==> config.mk <==
export PLATFORM = sky130hd
export DESIGN_NAME = fragment_reassembly_ack_tracker_top
export DESIGN_NICKNAME = d
export VERILOG_FILES = /design/src/design/frat_pkg.sv /design/src/design/frat_ram.sv /design/src/design/fragment_reassembly_ack_tracker_top.sv
export SDC_FILE = /design/constraint.sdc
export NUM_CORES = 2
export LEC_CHECK = 0
export BUFFER_PORTS_ARGS = -buffer_cell sky130_fd_sc_hd__buf_2
export CORE_MARGIN = 5
export CORE_UTILIZATION = 50
export DETAILED_ROUTE_END_ITERATION = 10
export PLACE_DENSITY = 0.66
export SLEW_MARGIN = 5
export SYNTH_ARGS = -nofsm -noshare
export SYNTH_HDL_FRONTEND = slang
export SYNTH_SLANG_ARGS = --single-unit
==> constraint.sdc <==
create_clock -name clk -period 11.89 [get_ports clk]
set_input_delay 2.378 -clock clk [delete_from_list [all_inputs] [get_ports clk]]
set_output_delay 2.378 -clock clk [all_outputs]
set_load 0.02 [all_outputs]
==> src/design/frat_pkg.sv <==
// shared types and constants for the fragment reassembly ack tracker
package frat_pkg;

  // fixed field widths
  localparam int MSG_W   = 32;
  localparam int IDX_W   = 32;
  localparam int TOTAL_W = 11;
  localparam int LIMIT_W = 16;
  localparam int FAIL_W  = 17;
  localparam int ACK_W   = 32;
  localparam int NEXT_W  = 11;
  localparam int CFG_W   = 32;
  localparam int CIDX_W  = 2;

  // fail count saturates at all ones
  localparam logic [FAIL_W-1:0] FAIL_MAX = '1;

  // input op codes
  localparam logic OP_FRAGMENT = 1'b0;
  localparam logic OP_TIMEOUT  = 1'b1;

  // configuration register indexes
  localparam logic [CIDX_W-1:0] CFG_EXPECTED_MESSAGE = 2'd0;
  localparam logic [CIDX_W-1:0] CFG_FRAGMENT_TOTAL   = 2'd1;
  localparam logic [CIDX_W-1:0] CFG_FAIL_LIMIT       = 2'd2;

  // configuration reset values
  localparam logic [MSG_W-1:0]   RST_EXPECTED_MESSAGE = '0;
  localparam logic [TOTAL_W-1:0] RST_FRAGMENT_TOTAL   = 11'd1;
  localparam logic [LIMIT_W-1:0] RST_FAIL_LIMIT       = 16'd50;

  // transfer status codes
  localparam logic [1:0] STAT_RUN    = 2'd0;
  localparam logic [1:0] STAT_DONE   = 2'd1;
  localparam logic [1:0] STAT_FAILED = 2'd2;

  // sequencer states
  typedef enum logic [6:0] {
    ST_CLEAR    = 7'b0000001,
    ST_IDLE     = 7'b0000010,
    ST_LOOKUP   = 7'b0000100,
    ST_UPDATE   = 7'b0001000,
    ST_WALK_RD  = 7'b0010000,
    ST_WALK_CHK = 7'b0100000,
    ST_EMIT     = 7'b1000000
  } state_t;

  // one result word as held in the output register
  typedef struct packed {
    logic              store_payload;
    logic              ack_valid;
    logic [ACK_W-1:0]  ack_sequence;
    logic [NEXT_W-1:0] next_missing;
    logic              transfer_done;
    logic              transfer_failed;
  } result_t;

endpackage

==> src/design/frat_ram.sv <==
// generic single-write, single-read ram with registered read data
module frat_ram #(
  parameter int WIDTH = 1,
  parameter int DEPTH = 1024
) (
  input  logic                     clk,
  input  logic                     we,
  input  logic [$clog2(DEPTH)-1:0] waddr,
  input  logic [WIDTH-1:0]         wdata,
  input  logic [$clog2(DEPTH)-1:0] raddr,
  output logic [WIDTH-1:0]         rdata
);

  logic [WIDTH-1:0] mem [DEPTH];

  // write port and registered read port
  always_ff @(posedge clk) begin
    if (we) begin
      mem[waddr] <= wdata;
    end
    rdata <= mem[raddr];
  end

endmodule

==> src/design/fragment_reassembly_ack_tracker_top.sv <==
// top level of the fragment reassembly ack tracker
//
// channel   direction  handshake            payload
// input     in         in_valid / in_stall  op, packet_message, packet_index
// result    out        out_valid / out_stall store_payload, ack_valid, ack_sequence,
//                                           next_missing, transfer_done, transfer_failed
// config    in         cfg_valid / cfg_ready cfg_index, cfg_data
//
// a word passes through accept, map read, map update and result load when no batch ends;
// a batch end adds a map read and check per received fragment skipped plus a final read,
// or read and check, all set by the single map ram read port and its registered read data.
// after reset a clearing pass writes every map entry with in_stall high; config writes
// are taken at all times (cfg_ready is always high).
// a finished result waits in the output register while the next word is accepted;
// a further result waits in the emit state until out_stall drops.
module fragment_reassembly_ack_tracker_top
  import frat_pkg::*;
#(
  parameter int MAX_FRAGMENTS = 1024,
  parameter int BATCH_SIZE    = 10
) (
  input  logic               clk,
  input  logic               rst,
  // input channel
  input  logic               in_valid,
  output logic               in_stall,
  input  logic               op,
  input  logic [MSG_W-1:0]   packet_message,
  input  logic [IDX_W-1:0]   packet_index,
  // result channel
  output logic               out_valid,
  input  logic               out_stall,
  output logic               store_payload,
  output logic               ack_valid,
  output logic [ACK_W-1:0]   ack_sequence,
  output logic [NEXT_W-1:0]  next_missing,
  output logic               transfer_done,
  output logic               transfer_failed,
  // configuration channel
  input  logic               cfg_valid,
  output logic               cfg_ready,
  input  logic [CIDX_W-1:0]  cfg_index,
  input  logic [CFG_W-1:0]   cfg_data
);

  localparam int AW = $clog2(MAX_FRAGMENTS);
  localparam int PW = $clog2(MAX_FRAGMENTS + 1);
  localparam int SW = $clog2(BATCH_SIZE + 1);
  localparam logic [AW-1:0] LAST_ADDR = AW'(MAX_FRAGMENTS - 1);

  state_t              state;
  logic [MSG_W-1:0]    expected_message;
  logic [TOTAL_W-1:0]  fragment_total;
  logic [LIMIT_W-1:0]  fail_limit;
  logic [PW-1:0]       ptr;
  logic [SW-1:0]       slot;
  logic [FAIL_W-1:0]   fail_count;
  logic [ACK_W-1:0]    ack_counter;
  logic [1:0]          status;
  logic [AW-1:0]       clr_addr;
  logic [AW-1:0]       idx;
  logic                hit;
  logic                store_r;
  logic                ack_r;
  result_t             res;

  logic [PW-1:0]       total_eff;
  logic                hit_in;
  logic [PW-1:0]       remain;
  logic [SW-1:0]       len;
  logic [SW-1:0]       slot_inc;
  logic                batch_end;
  logic [FAIL_W-1:0]   fail_next;
  logic [1:0]          fin_status;
  logic                out_free;

  logic                ram_we;
  logic [AW-1:0]       ram_waddr;
  logic [0:0]          ram_wdata;
  logic [AW-1:0]       ram_raddr;
  logic [0:0]          ram_rdata;

  // received map
  frat_ram #(
    .WIDTH (1),
    .DEPTH (MAX_FRAGMENTS)
  ) u_map (
    .clk   (clk),
    .we    (ram_we),
    .waddr (ram_waddr),
    .wdata (ram_wdata),
    .raddr (ram_raddr),
    .rdata (ram_rdata)
  );

  // effective fragment total, clamped to 1..MAX_FRAGMENTS
  always_comb begin
    if (fragment_total == '0) begin
      total_eff = PW'(1);
    end else if (32'(fragment_total) > 32'(MAX_FRAGMENTS)) begin
      total_eff = PW'(MAX_FRAGMENTS);
    end else begin
      total_eff = PW'(fragment_total);
    end
  end

  // fragment match on the incoming word
  assign hit_in = (op == OP_FRAGMENT) && (packet_message == expected_message) &&
                  (packet_index < 32'(total_eff));

  // batch length and end of batch
  always_comb begin
    remain    = (ptr < total_eff) ? total_eff - ptr : '0;
    len       = (32'(remain) < 32'(BATCH_SIZE)) ? SW'(remain) : SW'(BATCH_SIZE);
    slot_inc  = slot + SW'(1);
    batch_end = (32'(slot_inc) >= 32'(len));
  end

  // fail count step
  always_comb begin
    if (hit) begin
      fail_next = (fail_count != '0) ? fail_count - FAIL_W'(1) : fail_count;
    end else begin
      fail_next = (fail_count != FAIL_MAX) ? fail_count + FAIL_W'(1) : fail_count;
    end
  end

  // status at a batch end, failure first
  always_comb begin
    if (fail_count >= FAIL_W'(fail_limit)) begin
      fin_status = STAT_FAILED;
    end else if (ptr >= total_eff) begin
      fin_status = STAT_DONE;
    end else begin
      fin_status = STAT_RUN;
    end
  end

  // map port steering
  always_comb begin
    ram_we    = 1'b0;
    ram_waddr = idx;
    ram_wdata = 1'b1;
    ram_raddr = idx;
    unique case (state)
      ST_CLEAR: begin
        ram_we    = 1'b1;
        ram_waddr = clr_addr;
        ram_wdata = 1'b0;
      end
      ST_UPDATE: begin
        ram_we = hit;
      end
      ST_WALK_RD: begin
        ram_raddr = ptr[AW-1:0];
      end
      default: begin
        ram_we = 1'b0;
      end
    endcase
  end

  assign out_free  = !out_valid || !out_stall;
  assign in_stall  = (state != ST_IDLE);
  assign cfg_ready = 1'b1;

  // configuration registers
  always_ff @(posedge clk) begin
    if (rst) begin
      expected_message <= RST_EXPECTED_MESSAGE;
      fragment_total   <= RST_FRAGMENT_TOTAL;
      fail_limit       <= RST_FAIL_LIMIT;
    end else if (cfg_valid && cfg_ready) begin
      case (cfg_index)
        CFG_EXPECTED_MESSAGE: expected_message <= cfg_data;
        CFG_FRAGMENT_TOTAL:   fragment_total   <= cfg_data[TOTAL_W-1:0];
        CFG_FAIL_LIMIT:       fail_limit       <= cfg_data[LIMIT_W-1:0];
        default: begin
        end
      endcase
    end
  end

  // sequencer and transfer state
  always_ff @(posedge clk) begin
    if (rst) begin
      state       <= ST_CLEAR;
      clr_addr    <= '0;
      ptr         <= '0;
      slot        <= '0;
      fail_count  <= '0;
      ack_counter <= '0;
      status      <= STAT_RUN;
      store_r     <= 1'b0;
      ack_r       <= 1'b0;
    end else begin
      unique case (state)
        ST_CLEAR: begin
          clr_addr <= clr_addr + AW'(1);
          if (clr_addr == LAST_ADDR) begin
            state <= ST_IDLE;
          end
        end
        ST_IDLE: begin
          if (in_valid) begin
            store_r <= 1'b0;
            ack_r   <= 1'b0;
            if (status == STAT_RUN) begin
              state <= ST_LOOKUP;
            end else begin
              state <= ST_EMIT;
            end
          end
        end
        ST_LOOKUP: begin
          state <= ST_UPDATE;
        end
        ST_UPDATE: begin
          store_r    <= hit && !ram_rdata[0];
          fail_count <= fail_next;
          if (batch_end) begin
            state <= ST_WALK_RD;
          end else begin
            slot  <= slot_inc;
            state <= ST_EMIT;
          end
        end
        ST_WALK_RD: begin
          if (ptr < total_eff) begin
            state <= ST_WALK_CHK;
          end else begin
            ack_counter <= ack_counter + ACK_W'(1);
            slot        <= '0;
            ack_r       <= 1'b1;
            status      <= fin_status;
            state       <= ST_EMIT;
          end
        end
        ST_WALK_CHK: begin
          if (ram_rdata[0]) begin
            ptr   <= ptr + PW'(1);
            state <= ST_WALK_RD;
          end else begin
            ack_counter <= ack_counter + ACK_W'(1);
            slot        <= '0;
            ack_r       <= 1'b1;
            status      <= fin_status;
            state       <= ST_EMIT;
          end
        end
        ST_EMIT: begin
          if (out_free) begin
            state <= ST_IDLE;
          end
        end
        default: begin
          state <= ST_IDLE;
        end
      endcase
    end
  end

  // captured input word
  always_ff @(posedge clk) begin
    if (state == ST_IDLE && in_valid) begin
      idx <= packet_index[AW-1:0];
      hit <= hit_in;
    end
  end

  // output register
  always_ff @(posedge clk) begin
    if (rst) begin
      out_valid <= 1'b0;
    end else if (state == ST_EMIT && out_free) begin
      out_valid <= 1'b1;
    end else if (!out_stall) begin
      out_valid <= 1'b0;
    end
  end

  always_ff @(posedge clk) begin
    if (state == ST_EMIT && out_free) begin
      res.store_payload   <= store_r;
      res.ack_valid       <= ack_r;
      res.ack_sequence    <= ack_counter;
      res.next_missing    <= NEXT_W'(ptr);
      res.transfer_done   <= (status == STAT_DONE);
      res.transfer_failed <= (status == STAT_FAILED);
    end
  end

  assign store_payload   = res.store_payload;
  assign ack_valid       = res.ack_valid;
  assign ack_sequence    = res.ack_sequence;
  assign next_missing    = res.next_missing;
  assign transfer_done   = res.transfer_done;
  assign transfer_failed = res.transfer_failed;

`ifndef SYNTHESIS
  // a finished transfer keeps its status until reset
  a_status_sticky: assert property (@(posedge clk) disable iff (rst)
    (status != STAT_RUN) |=> (status == $past(status)))
    else $error("finish status changed after the transfer ended");

  // done and failed are never reported together
  a_done_failed_excl: assert property (@(posedge clk) disable iff (rst)
    out_valid |-> !(transfer_done && transfer_failed))
    else $error("result reports both done and failed");

  // the walk never moves the pointer past the map
  a_ptr_range: assert property (@(posedge clk) disable iff (rst)
    ptr <= PW'(MAX_FRAGMENTS))
    else $error("next-missing pointer beyond the map");

  // an ack entering the emit state always follows an ack counter step
  a_ack_counts: assert property (@(posedge clk) disable iff (rst)
    (state == ST_EMIT && $past(state) != ST_EMIT && ack_r) |->
      (ack_counter != $past(ack_counter)))
    else $error("acknowledgement without a counter step");
`endif

endmodule

After elaboration in Yosys (flattened, before gate mapping)
Memories as Yosys holds them, arrays and structs flattened. A register that Yosys moved wholly into a read port is not among the register bits.
Index checks and enable logic that the tools add are counted.
{"block": "word_totals", "output_inout_bits": 50, "input_bits": 104, "regBits": 203, "n_memories": 1, "ramBits": 1024}
{"block": "classes", "n_reduce_logical": 28, "eq_ne": 23, "n_mux": 40, "order_cmp": 7, "add_sub_neg": 7, "bitwise_logic": 1}
{"name": "u_map.mem", "depth": 1024, "word_bits": 1, "read_ports": 1, "rd_clocked_by_memory_dff": 1, "write_ports": 1, "line_no": "frat_ram.sv:14", "text": "logic [WIDTH-1:0] mem [DEPTH];"}
{"operator": "two-way mux 32 bit", "count": 2}
{"operator": "case mux 32 bit (2 select lines)", "count": 1}
{"operator": "two-way mux 17 bit", "count": 3}
{"operator": "two-way mux 7 bit", "count": 7}
{"operator": "case mux 7 bit (7 select lines)", "count": 1}
{"operator": "two-way mux 11 bit", "count": 3}
{"operator": "adder 32 x 1 -> 32 bit (second input constant)", "count": 1}
{"operator": "== test 32 bit", "count": 1}
{"operator": "< comparator 32 x 11 -> 1 bit", "count": 1}
{"operator": "two-way mux 10 bit", "count": 2}
{"operator": "adder 17 x 1 -> 17 bit (second input constant)", "count": 1}
{"operator": "greater-or-equal comparator 17 x 16 -> 1 bit", "count": 1}
{"operator": "!= test 17 bit (second input constant)", "count": 1}
{"operator": "nonzero test 17 bit", "count": 1}
{"operator": "subtractor 17 x 1 -> 17 bit (second input constant)", "count": 1}
{"operator": "two-way mux 4 bit", "count": 4}
{"operator": "!= test 2 bit (second input constant)", "count": 6}
{"operator": "case mux 4 bit (3 select lines)", "count": 1}
{"operator": "adder 11 x 1 -> 11 bit (second input constant)", "count": 1}
{"operator": "greater-or-equal comparator 11 bit", "count": 1}
{"operator": "> comparator 11 bit (second input constant)", "count": 1}
{"operator": "logical NOT 11 bit", "count": 1}
{"operator": "< comparator 11 bit", "count": 1}
{"operator": "< comparator 11 x 4 -> 1 bit (second input constant)", "count": 1}
{"operator": "31 further kinds", "count": 62}

Longest topological paths before layout
{"block": "depth", "ltp_word": 10, "mapped_depth": 26, "depth_no_buf": 26}

Hierarchy
A second synthesis with hierarchy kept.
{"block": "unflattened", "hier_cells": 4318, "hier_area_um2": 55255.5}
{"mod": "frat_ram", "cells_per_inst": 3112, "area_per_inst_um2": 44656.6, "n_inst": 1, "seq_area_each_um2": 30769.5}
{"mod": "fragment_reassembly_ack_tracker_top", "cells_per_inst": 1206, "area_per_inst_um2": 10598.9, "n_inst": 1, "seq_area_each_um2": 4644.5}

Worst setup path before layout
OpenSTA, ideal clock, no wires.
{"block": "synth_path", "path_type": "register to register", "start": "register state[2]", "end": "memory u_map.mem[800] (enable)", "period_less_slack_ns": 10.520, "setup_time_ns": 0.253, "stages_incl_launch_ff": 11, "slack_ns": 1.370, "t_arrival_ns": 10.267, "cell_sequence": "dfxtp_1 nor4_2 and3_1 clkbuf_1 inv_2 buf_2 buf_2 o21ai_1 nand3_1 clkbuf_1 nor2_1"}
{"block": "synth_between", "elab_chain_len": 4, "word_cells_on_any_way": 6, "classes_between": "eq/ne: 2; mux: 4"}
{"element": "start, declared", "line_no": "fragment_reassembly_ack_tracker_top.sv:51", "text": "state_t state;"}
{"element": "start signal, assigned", "line_no": "fragment_reassembly_ack_tracker_top.sv:187", "text": "state <= ST_CLEAR;"}
{"element": "start signal, assigned", "line_no": "fragment_reassembly_ack_tracker_top.sv:201", "text": "state <= ST_IDLE;"}
{"element": "start signal, assigned", "line_no": "fragment_reassembly_ack_tracker_top.sv:209", "text": "state <= ST_LOOKUP;"}
{"element": "== test 7 x 4 -> 1 bit / == test 7 x 1 -> 1 bit (equally long branches)", "line_no": "fragment_reassembly_ack_tracker_top.sv:145", "text": "unique case (state)"}
{"element": "case mux 1 bit (2 select lines)", "line_no": "fragment_reassembly_ack_tracker_top.sv:145"}
{"element": "two-way mux 1 bit", "line_no": "frat_ram.sv:18", "text": "if (we) begin"}
{"element": "two-way mux 1 bit (implied by the code)", "line_no": "frat_ram.sv:19", "text": "mem[waddr] <= wdata;"}
{"element": "end, declared", "line_no": "frat_ram.sv:14"}
Several ways; a longest one is shown, not always the timed one.

Worst setup path after layout
{"block": "layout_path", "start": "register state[6]", "end": "register u_map.rdata (read register of u_map.mem)"}
{"block": "layout_between", "elab_chain_len": 2}
{"element": "== test 7 x 5 -> 1 bit", "line_no": "fragment_reassembly_ack_tracker_top.sv:145"}
{"element": "two-way mux 10 bit", "line_no": "fragment_reassembly_ack_tracker_top.sv:145"}
{"element": "end, declared", "line_no": "frat_ram.sv:11", "text": "output logic [WIDTH-1:0] rdata"}
Every way passes these cells.
A chain may end at the register's enable or synchronous reset.

==> metrics.md <==
| Metric | Value |
|---|---|
| Clk_lat worst skew | 0.75 ns |
| Clock sink count | 1,228 |
| Synthesis warning total | 0 |
| GR Overflow Total | 0 |
| I/O Buffers | 152 |
| Post-synth top area cell | edfxtp_1 |
| CP Max Fanout | 116 |
| Setup Skew | 0.0276 ns |
| Vias in the first global route | around 37,000 |
| Htree depth | 4 |
| Crit path required time | between 10 and 15 ns |
| DIE WIDTH | approximately 340 um |
| Die Ht | 342 um |
| Fmax | 190 MHz |
| Cts hold-fix bufs | 0 |
| Area of the die | 117,000 um^2 |
| # Post-CTS Setup Buffers | 0 |
| EDFF count, synth | 1,082 |
| DRC viols | 0 |
| Synthesized flop and latch total | 1,228 |
| R2R Setup Slk | 6.64 ns |
| CORE AREA | between 100,000 and 150,000 um^2 |
| Distinct cells, synth | between 70 and 80 |
| Area contributors post-synth | edfxtp_1, nor2_1, dfxtp_1 |
| Setup violators final | 0 |
| Asr flop ratio synth | 0% |
| Worst hold path type | register to register |
| Total track usage | 25.6% |
| Pin count of the biggest net entering global routing | 320 |
| DR WL/cell | around 23 um |
| Post-Syn Area per Cell | 11.0 um^2 |
| Ys flop type | edfxtp_1 |
| Final hold vios | 0 |
| CTS tree | yes |
| Hold Path End | ack_valid |
| Pwr per Cell Area | around 160 nW/um^2 |
| Peak supply drop | about 0.15 mV |
| CTS max path bufs | 3 |
| Post-Route WL | about 150,000 um |
| Initial Utilization | between 50% and 60% |
| RR Startpoint | state[6] |
| HPWL after detailed placement | between 80,000 and 90,000 um |
| Layout cells sized above 1 | 9.53% |
| Seq/Total Area, Yosys | 64.3% |
| Leak | 0.0203 uW |
| Root buf cell | clkbuf_16 |
| Worst-path clk slew | 0.06 ns |
| Drt pass-1 iters | 6 |
| Count leader, synth | nor2_1 |
| Hold_sp | ack_r |
| Initial DRC Count | 5,067 |
| Post-Synthesis Cell Area | 55,100 um^2 |
| Critical path class | register to register |
| Final Wtd Congestion | 0.849 |
| Post-Syn Instances | 5,030 |
| Final Core Density | 55.9% |
| Vias | 39,200 |
| Row cnt | 121 |
| Num ports | 154 |
| Period utilization | about 44% |
| Area grow syn2layout | 10.7% |
| Post-cts sizing count | 0 |
| Status | completed |
| CP Data Arrival Time | 5.94 ns |
| Max_slew headroom | 4.72% |
| RSZ-0062 raised after global routing | false |
| WHS Path Cells | 0 |
| Worst Setup End Kind | register |
| Initial antenna violation count | 3 |
| Least-Margin Pin Slew | 1.42 ns |
| Final Max Slew Viols | 0 |
| R2R Path End | u_map.rdata |
| DR vias/cell | 5.95 |
| FF-to-FF path depth | 13 |
| Fin crit period | around 5.3 ns |
| First-pass GRT wire length | 229,000 um |
| DRT antenna net count | 0 |
| Nets | 5,182 |
| Critical Path Source Type | register |
| CTS Buf Count | ~130 |
| Synthesized net count | 5,196 |
| Max Cap Violations | 0 |
| Top cells by count, synth | nor2_1, edfxtp_1, nand2_1, mux2i_1, nand3_1 |
| Synth top area share | 59.0% |
| Post-route setup TNS | 0 ns |
cells in the final DEF (no fill, tap or decap), types with 21 or more instances in the layout:
master,Yosys,final
nor2_1,1122,1122
xnor2_1,51,51
nor4_1,32,32
xor2_1,34,34
buf_4,36,85
nand3_1,246,225
o21ai_0,101,100
nand2_1,739,727
mux2i_1,274,274
inv_1,70,70
clkbuf_16,0,135
nand4_1,90,90
dfxtp_1,146,146
edfxtp_1,1082,1082
nor3_1,36,36
o22ai_1,126,126
buf_2,63,151
nand3_2,0,21
ha_1,60,60
a21oi_1,130,129
or3_1,23,23
clkbuf_1,224,36
a31oi_1,73,73
critical path: stages (launching register included):
cell and delay [ns]:
dfxtp_1 0.36, or4_1 0.77, o21ai_1 0.35, and2_4 0.57, buf_12 0.60, buf_4 0.84, nand2_1 0.11, a31oi_1 0.21
nand4_1 0.21, nand3_1 0.14, nor2_1 0.08, a31oi_1 0.48, nand4_1 0.19, nand4_1 0.12
layer usage:
metal / part of all wire [%] / GRT usage (%)
met1: 40 / 35.7
met2: 46 / 40.5
met3: 9.7 / 4.59
met4: 3.6 / 9.61
met5: 0 / 0
cells by family after synthesis:
family / share of synthesized area [%]
flip-flops: 64.3
AO/OA/AOI/OAI: 5.93
adder cells (fa/ha/maj): 1.44
multiplexers: 5.00
buffers and inverters: 3.78
other: 0.00681
AND/OR/NAND/NOR: 18.2
XOR/XNOR: 1.35
worst max path at each step:
stage | slack (ns) | start | cells after the start | to
floorplan | 1.37 | state[2] | 10 | u_map.mem[800]
global placement | 6.74 | fragment_total[5] | 24 | slot[3]
detailed placement | 6.73 | state[6] | 13 | u_map.rdata
CTS | 6.71 | fragment_total[5] | 24 | slot[3]
global route | 6.20 | fragment_total[5] | 24 | slot[3]
finish | 6.64 | state[6] | 13 | u_map.rdata
through the flow:
step	setup slack, ns	total power, uW	cell area [um^2]	instances	hold slack, ns
3_5_place_dp	6.73	5580	56900	6357	0.416
3_3_place_gp	6.74	5570	56900	6357	0.412
4_1_cts	6.71	9500	61000	6585	0.430
2_1_floorplan	1.37	5430	55100	5030	0.408
6_report	6.64	9470	61000	6586	0.430
5_1_grt	6.20	9740	61000	6585	0.461
area by class of cell:
class	instances	area, um^2
flip-flops and latches	1228	35400
multi-input cells	3341	17900
clock inverters	47	474
fillers	9294	48200
diodes	1	2.50
inverters	72	278
well taps	1476	1850
repair buffers	240	1470
clock buffers	181	3650
report_power, final:
group / switching, uW / internal [uW] / total (uW)
sequential: 13.1 / 4890 / 4900
clock: 1710 / 2250 / 3970
combinational: 503 / 96.6 / 599
total: 2230 / 7240 / 9470
flip-flops by register name (all words and copies together), names as in the netlist, 11 cells and up:
signal	cells
ack_sequence	32
fail_limit	16
ptr	11
ack_counter	32
next_missing	11
fragment_total	11
expected_message	32
u_map.mem	1024
fail_count	17
Power figures use the tool's default switching activity.
